$ cat config.mk
export PLATFORM = sky130hd
export DESIGN_NAME = g2g_cordic_stage
export DESIGN_NICKNAME = d
export VERILOG_FILES = /design/src/rtl/core/g2g_pkg.sv /design/src/rtl/core/g2g_cordic_stage.sv
export SDC_FILE = /design/constraint.sdc
export NUM_CORES = 1
export LEC_CHECK = 0
export BUFFER_PORTS_ARGS = -buffer_cell sky130_fd_sc_hd__buf_4
export CAP_MARGIN = 20
export CORE_MARGIN = 5
export CORE_UTILIZATION = 60
export DETAILED_ROUTE_END_ITERATION = 7
export PLACE_DENSITY = 0.83
export RECOVER_POWER = 50
export SLEW_MARGIN = 20
export SYNTH_ARGS = -nofsm -noshare
export SYNTH_HDL_FRONTEND = slang
export SYNTH_SLANG_ARGS = --single-unit
$ cat constraint.sdc
create_clock -name clk -period 9.6 [get_ports clk]
set_clock_uncertainty 0.2 [all_clocks]
set_input_delay 0.96 -clock clk [delete_from_list [all_inputs] [get_ports clk]]
set_output_delay 0.96 -clock clk [all_outputs]
set_load 0.005 [all_outputs]
$ cat src/rtl/core/g2g_pkg.sv
// Package: shared widths, CORDIC constants and register codes for the go-to-goal core.
`timescale 1ns / 1ps
`default_nettype none
package g2g_pkg;

	localparam int DATA_WIDTH    = 16;
	localparam int CORDIC_STAGES = 16;
	localparam int NSTG  = (CORDIC_STAGES < 8) ? 8 : ((CORDIC_STAGES > 24) ? 24 : CORDIC_STAGES);
	localparam int GUARD = (DATA_WIDTH - 8 < 4) ? 4 : ((DATA_WIDTH - 8 > 24) ? 24 : DATA_WIDTH - 8);
	// vectoring datapath width: 17 bit error, guard bits, growth
	localparam int VW = 17 + GUARD + 3;
	// angle width for Q30 values up to a few times 2*pi
	localparam int AW = 36;

	localparam logic signed [AW-1:0] PI_Q30      = 36'sd3373259426;
	localparam logic signed [AW-1:0] HALF_PI_Q30 = 36'sd1686629713;
	localparam logic signed [AW-1:0] TWO_PI_Q30  = 36'sd6746518852;
	localparam logic signed [20:0]   K_Q20       = 21'sd636751;
	localparam logic signed [32:0]   K_Q30       = 33'sd652032874;

	typedef enum logic [1:0] {
		REG_GOAL_X   = 2'd0,
		REG_GOAL_Y   = 2'd1,
		REG_LIN_GAIN = 2'd2,
		REG_ANG_GAIN = 2'd3
	} reg_idx_t;

	function automatic logic signed [AW-1:0] atan_q30(input int i);
		logic signed [AW-1:0] r;
		begin
			case (i)
				0: r = 36'sh03243F6A8;
				1: r = 36'sh01DAC6705;
				2: r = 36'sh00FADBAFC;
				3: r = 36'sh007F56EA6;
				4: r = 36'sh003FEAB76;
				5: r = 36'sh001FFD55B;
				6: r = 36'sh000FFFAAA;
				7: r = 36'sh0007FFF55;
				8: r = 36'sh0003FFFEA;
				9: r = 36'sh0001FFFFD;
				10: r = 36'sh0000FFFFF;
				11: r = 36'sh00007FFFF;
				12: r = 36'sh00003FFFF;
				13: r = 36'sh00001FFFF;
				14: r = 36'sh00000FFFF;
				15: r = 36'sh000007FFF;
				16: r = 36'sh000003FFF;
				17: r = 36'sh000001FFF;
				18: r = 36'sh000000FFF;
				19: r = 36'sh0000007FF;
				20: r = 36'sh0000003FF;
				21: r = 36'sh0000001FF;
				22: r = 36'sh0000000FF;
				default: r = 36'sh00000007F;
			endcase
			return r;
		end
	endfunction

endpackage
`default_nettype wire

$ cat src/rtl/core/g2g_cordic_stage.sv
// One CORDIC micro-rotation step, vectoring or rotation mode, registered with stall.
`timescale 1ns / 1ps
`default_nettype none
module g2g_cordic_stage (
	input  wire logic                             clk,
	input  wire logic                             en,
	input  wire logic [4:0]                       idx,
	input  wire logic                             vec_mode,
	input  wire logic signed [g2g_pkg::VW-1:0]    vx_in,
	input  wire logic signed [g2g_pkg::VW-1:0]    vy_in,
	input  wire logic signed [g2g_pkg::AW-1:0]    vz_in,
	input  wire logic signed [34:0]               rx_in,
	input  wire logic signed [34:0]               ry_in,
	input  wire logic signed [g2g_pkg::AW-1:0]    ra_in,
	output logic signed [g2g_pkg::VW-1:0]         vx_q,
	output logic signed [g2g_pkg::VW-1:0]         vy_q,
	output logic signed [g2g_pkg::AW-1:0]         vz_q,
	output logic signed [34:0]                    rx_q,
	output logic signed [34:0]                    ry_q,
	output logic signed [g2g_pkg::AW-1:0]         ra_q
);
	logic signed [g2g_pkg::AW-1:0] at;
	logic signed [g2g_pkg::VW-1:0] vxn, vyn;
	logic signed [g2g_pkg::AW-1:0] vzn, ran;
	logic signed [34:0] rxn, ryn;

	// only the selected mode steps; the other rotator passes its inputs through unchanged
	always_comb begin
		at = g2g_pkg::atan_q30(int'(idx));
		if (vy_in >= 0) begin
			vxn = vx_in + (vy_in >>> idx);
			vyn = vy_in - (vx_in >>> idx);
			vzn = vz_in + at;
		end else begin
			vxn = vx_in - (vy_in >>> idx);
			vyn = vy_in + (vx_in >>> idx);
			vzn = vz_in - at;
		end
		if (!vec_mode) begin
			vxn = vx_in;
			vyn = vy_in;
			vzn = vz_in;
		end
		if (ra_in >= 0) begin
			rxn = rx_in - (ry_in >>> idx);
			ryn = ry_in + (rx_in >>> idx);
			ran = ra_in - at;
		end else begin
			rxn = rx_in + (ry_in >>> idx);
			ryn = ry_in - (rx_in >>> idx);
			ran = ra_in + at;
		end
		if (vec_mode) begin
			rxn = rx_in;
			ryn = ry_in;
			ran = ra_in;
		end
	end

	always_ff @(posedge clk) begin
		if (en) begin
			vx_q <= vxn;
			vy_q <= vyn;
			vz_q <= vzn;
			rx_q <= rxn;
			ry_q <= ryn;
			ra_q <= ran;
		end
	end
endmodule
`default_nettype wire

# [Word level (Yosys, flattened, before mapping)]
# Memory sizes are Yosys's and may differ from the RTL's.
# Index checks and enable logic that the tools add are counted.
[word_totals] mem_bits_ro=960 reg_bits=198 in_bits=206 output_inout_bits=198 elab_cells=37 memories=1
[memory_table] name="(name not given)" words=32 width=30 read_ports=1 rd_clocked_by_memory_dff=0 write_ports=0 line_no="g2g_pkg.sv:31" text="case (i)"
[op_classes] add_sub_neg=12 n_lt_le_gt_ge=2 mux=12 shift=4
[ops] operator="36-bit 2-to-1 mux" n=4
[ops] operator="35-bit 2-to-1 mux" n=4
[ops] operator="28-bit 2-to-1 mux" n=4
[ops] operator="36-bit adder" n=2
[ops] operator="36-bit subtractor" n=2
[ops] operator="35-bit adder" n=2
[ops] operator="35-bit by 5-bit >>> shifter with 35-bit output" n=2
[ops] operator="35-bit subtractor" n=2
[ops] operator="28-bit adder" n=2
[ops] operator="28-bit by 5-bit >>> shifter with 28-bit output" n=2
[ops] operator="28-bit subtractor" n=2
[ops] operator="36-bit by 1-bit >= comparator with 1-bit output (second input constant)" n=1
[ops] operator="28-bit by 1-bit >= comparator with 1-bit output (second input constant)" n=1

# [Depth between registers and ports, before layout]
[depth] ltp_word=4 ltp_mapped=34 depth_no_buf=26

# [Least setup slack after synthesis]
# No wires, ideal clock.
[synth_timing] path_type="in2reg" start="input port idx[0]" end="register vy_q[27] in the netlist's numbering (data pin)" arrival_ns=7.185 cell_stages=30 setup_ns=0.276 slack_ns=1.939 cell_sequence="buf_4 -> buf_6 -> buf_4 -> buf_6 -> buf_6 -> buf_6 -> mux4_2 -> mux4_2 -> a21boi_0 -> ha_1 -> inv_1 -> or3_1 -> or3_1 -> or2_1 -> nor2_1 -> nand3_1 -> o31ai_1 -> xor2_1 -> ha_1 -> a21o_1 -> a21o_1 -> a21oi_1 -> o21ai_0 -> nand3b_1 -> o211ai_1 -> a21oi_1 -> a211oi_1 -> xnor2_1 -> mux2i_1 -> a21boi_0"
[synth_via] elab_chain_cells=4 elab_cells_between_ends=5 classes_between="add/sub: 2; shift: 1; mux: 2"
[synth_rtl] element="start, declared" line_no="g2g_cordic_stage.sv:7" text="input wire logic [4:0] idx,"
[synth_rtl] element="28-bit by 5-bit >>> shifter with 28-bit output *" line_no="g2g_cordic_stage.sv:32, g2g_cordic_stage.sv:36"
[synth_rtl] element="28-bit adder or 28-bit subtractor (tied branches)" line_no="g2g_cordic_stage.sv:36, g2g_cordic_stage.sv:32"
[synth_rtl] element="28-bit 2-to-1 mux *" line_no="g2g_cordic_stage.sv:30" text="if (vy_in >= 0) begin"
[synth_rtl] element="28-bit 2-to-1 mux *" line_no="g2g_cordic_stage.sv:39" text="if (!vec_mode) begin"
[synth_rtl] element="net vyn, one bit" line_no="g2g_cordic_stage.sv:23" text="logic signed [g2g_pkg::VW-1:0] vxn, vyn;"
[synth_rtl] element="end signal, assigned" line_no="g2g_cordic_stage.sv:63" text="vy_q <= vyn;"
[synth_rtl] element="end, declared" line_no="g2g_cordic_stage.sv:16" text="output logic signed [g2g_pkg::VW-1:0] vy_q,"
# The timed path passes the listed nets; every way through them passes the cells marked *.
# A chain may end at the register's enable or synchronous reset.

# [Worst setup path after layout]
# Same ends and word-level chain as after synthesis.

==> out/results.tsv <==
stage	metric	value	unit
worst_setup_path	worst setup path endpoint	vy_q[27]	
routing	count of vias placed by the detailed router	28920	
global_route	final global-route overflow total	0	
synthesis	number of distinct library cell variants in the gate-level netlist after synthesis	91	
sta	highest clock frequency the design can meet	122	MHz
floorplan	Ports	404	
routing	routed wire length per instance	25.0	microns
worst_setup_path	delay contributed by the slowest stage of the critical path	0.71	ns
synthesis	number of flops mapped to enable cells by yosys	198	
clocking	sink count of the clock tree	198	
worst_setup_path	Crit. path cell count	27	
floorplan	number of standard-cell rows in the floorplan	80	
routing	Initial DRT Pass Iterations	6	
synthesis	number of register bits inferred by synthesis	198	
outcome	run status	finished with violations	
clocking	CTS H-Tree Depth	4	
synthesis	share of synthesized flip-flops with an asynchronous set or reset	0	%
worst_setup_path	required arrival time at the worst endpoint	9.65	ns
placed_design	DP Wirelength	80.5	mm
layout	fraction of layout instances using a drive strength above 1	20.6	%
worst_setup_path	endpoint arrival time on the critical path	8.22	ns
routing	DRC violation count after routing	0	
worst_setup_path	category of the worst setup path capture point	flop	
worst_setup_path	worst-path cell with the longest stage delay	sky130_fd_sc_hd__buf_4	
floorplan	floorplan die area	52700	sq um
min_path	worst hold path class	in -> reg	
sta	number of setup violations in the final report	0	
worst_setup_path	Worst Setup Path Type	in -> reg	
clocking	number of buffers inserted by post-CTS setup repair	0	
global_route	maximum number of pins on one net before global-route repair	78	
power	peak supply drop	0.0977	mV
placed_design	placer congestion estimate	1.00	
sta	max-slew headroom at the worst pin	-179	%
synthesis	Post-Syn Nets	3709	
layout	nets@finish	3983	
routing	top layer reached by signal wires	met5	
routing	DRT antenna net count	0	
synthesis	leading area contributor after synthesis	sky130_fd_sc_hd__edfxtp_1	
sta	number of endpoints with negative hold slack in the final report	0	
synthesis	post-synth design cell area	28900	sq um
synthesis	Yosys warnings	0	
global_route	wire length of the first global-routing pass	158	mm
global_route	number of global-route vias before repair	26728	
placed_design	worst slack after detailed placement	1.03	ns
routing	met2 wire length	45.9	mm
synthesis	synthesized instance count	3292	
worst_setup_path	CP Buf/Inv Count	3	
sta	fin crit period	8.17	ns
placed_design	cell total after placement	4162	
layout	Layout Utilization	68.1	%
routing	total length of routed wires	105	mm
sta	share of the cycle needed by the critical path after routing	85.1	%
global_route	global-route usage over all layers	37.9	%
worst_setup_path	critical path fanouts, max	60	
clocking	post-CTS clock slew at the launch and capture registers of the worst setup and hold paths	0.08	ns
worst_setup_path	gate family responsible for the most delay along the worst path	compound AO/OA/AOI/OAI gates	
sta	Worst Slack Setup Final	1.43	ns
routing	Vias/cell	6.89	
clocking	number of CTS-inserted buffers	17	
routing	routed metal-1 wirelength	40.8	mm
routing	wire length on met3	13.0	mm
flow_run	number of max-cap violations	2	
worst_setup_path	Critical Path Start	idx[0]	
placed_design	PortBufs	403	
floorplan	die extent in y	230	microns
sta	RSZ-0062 raised after global routing	false	
clocking	root cell of the clock tree	sky130_fd_sc_hd__clkbuf_16	
worst_setup_path	Critical Path Source Type	input pin	
clocking	largest buffer count on any clock path	2	
synthesis	sequential share of the synthesized area	20.6	%
synthesis	top flip-flop cell by instance count after synthesis	sky130_fd_sc_hd__edfxtp_1	
sta	max-slew violations	135	
layout	layout overhead on the synthesized area	12.4	%
floorplan	starting density of the core	60.6	%
synthesis	top cells by area in the synthesized netlist	sky130_fd_sc_hd__edfxtp_1 21%, sky130_fd_sc_hd__mux4_2 10%, sky130_fd_sc_hd__ha_1 8.9%	
clocking	number of resized instances in the post-cts repair step	0	
clocking	TritonCTS clock tree	yes	
floorplan	x dimension of the die	230	microns
sta	slew at the pin closest to its max-slew limit	4.19	ns
synthesis	mean instance size in the synthesized netlist	8.79	sq um
power	leakage power	13.2	nW
sta	setup TNS	0	ns
layout	final cell count without fillers	4196	
global_route	antenna violations before repair	3	
power	power density of the placed cells	136	nW/um^2
floorplan	core region area	47700	sq um
outcome	violated checks	max-capacitance violations, max-slew violations	
routing	initial DRC count	3904	
synthesis	share of the synthesized area in the top cell type	20.6	%
clocking	Hold-fix buffers, CTS	0	
[kinds of logic after synthesis]
logic type | after synthesis | share of synthesized area (%)
AO/OA/AOI/OAI | 1014 | 22.4
XOR/XNOR | 300 | 9.09
adder cells (fa/ha/maj) | 211 | 9.28
buffers and inverters | 293 | 4.39
flip-flops | 198 | 20.6
multiplexers | 359 | 19.1
AND/OR/NAND/NOR | 917 | 15.2
[Yosys cell counts, drive strengths merged (34+ instances only)]
library cell	n
a211oi	35
xor2	102
a21oi	237
mux2	132
nand2b	47
mux4	140
edfxtp	198
o21ai	283
xnor2	198
o31ai	54
ha	205
a31oi	37
nor3	61
or3	34
inv	105
nor2	196
a21o	90
nand3	58
clkbuf	96
mux2i	87
buf	90
nand2	335
[sequential cells by signal, indices dropped and copies added, names as in the netlist]
| register | count |
|---|---|
| ra_q | 36 |
| vz_q | 36 |
| rx_q | 35 |
| ry_q | 35 |
| vx_q | 28 |
| vy_q | 28 |
[worst min path at each step]
stage | startpoint | end | depth (start not counted) | slack (ns)
after CTS | ra_in[18] | ra_q[18] | 3 | 0.52
after floorplan | en | ra_q[0] | 0 | 0.87
final | ra_in[18] | ra_q[18] | 3 | 0.54
after global routing | vz_in[35] | vz_q[35] | 2 | 0.54
after global placement | ra_in[4] | ra_q[4] | 3 | 1.06
after detailed placement | ra_in[18] | ra_q[18] | 3 | 1.06
[metrics by stage]
stage / total power, mW / hold slack (ns) / area, sq um
2_1_floorplan: 2.89 / 0.872 / 28900
4_1_cts: 4.42 / 0.522 / 32700
3_5_place_dp: 3.70 / 1.06 / 32200
6_report: 4.43 / 0.535 / 32500
5_1_grt: 4.68 / 0.539 / 32500
3_3_place_gp: 3.68 / 1.06 / 32200
[routing by layer]
layer | track usage [%] | vias up
met4 | 17.2 | 2
met1 | 50.8 | 13582
met3 | 10.3 | 329
met5 | 0 | -
li1 | - | 13064
met2 | 57.5 | 1943
[cells in the final DEF (no fill, tap or decap), drive strengths merged, types with 10 or more instances in the layout]
master,count
xor2,102
mux2i,87
nand2b,47
o21ai,283
a21o,90
nor4,20
a21boi,18
a221oi,10
and2,24
or3,34
o22ai,24
a211o,11
a211oi,35
and3,24
or2,24
a31oi,37
o21a,31
a31o,11
xnor2,198
o21bai,31
nand3,58
edfxtp,198
a21oi,237
mux4,140
ha,205
nor2,196
mux2,132
buf,240
nor2b,30
nor3,61
o211ai,28
o31ai,54
nand2,335
clkbuf,220
nand4,24
inv,110
a22oi,13
[final cells by class]
type | count | area, sq um
fillers | 3936 | 15200
diodes | 2 | 5.00
clock buffers | 19 | 433
flip-flops and latches | 198 | 5950
well taps | 615 | 769
clock inverters | 13 | 98.8
multi-input cells | 2801 | 21700
repair buffers | 441 | 3130
inverters | 107 | 402
[where the power goes]
group	leakage [nW]	total, mW	switching (mW)	internal (mW)
registers	1.93	1.20	0.0456	1.15
logic	11.0	2.52	1.43	1.10
clock network	0.255	0.707	0.374	0.333
total	13.2	4.43	1.84	2.58
[tightest hold or removal path, stage by stage]
cell	delay (ns)
sky130_fd_sc_hd__buf_4	0.09
sky130_fd_sc_hd__nand2_1	0.05
sky130_fd_sc_hd__o31ai_1	0.05
No activity file was read; power rests on OpenSTA's default activity.
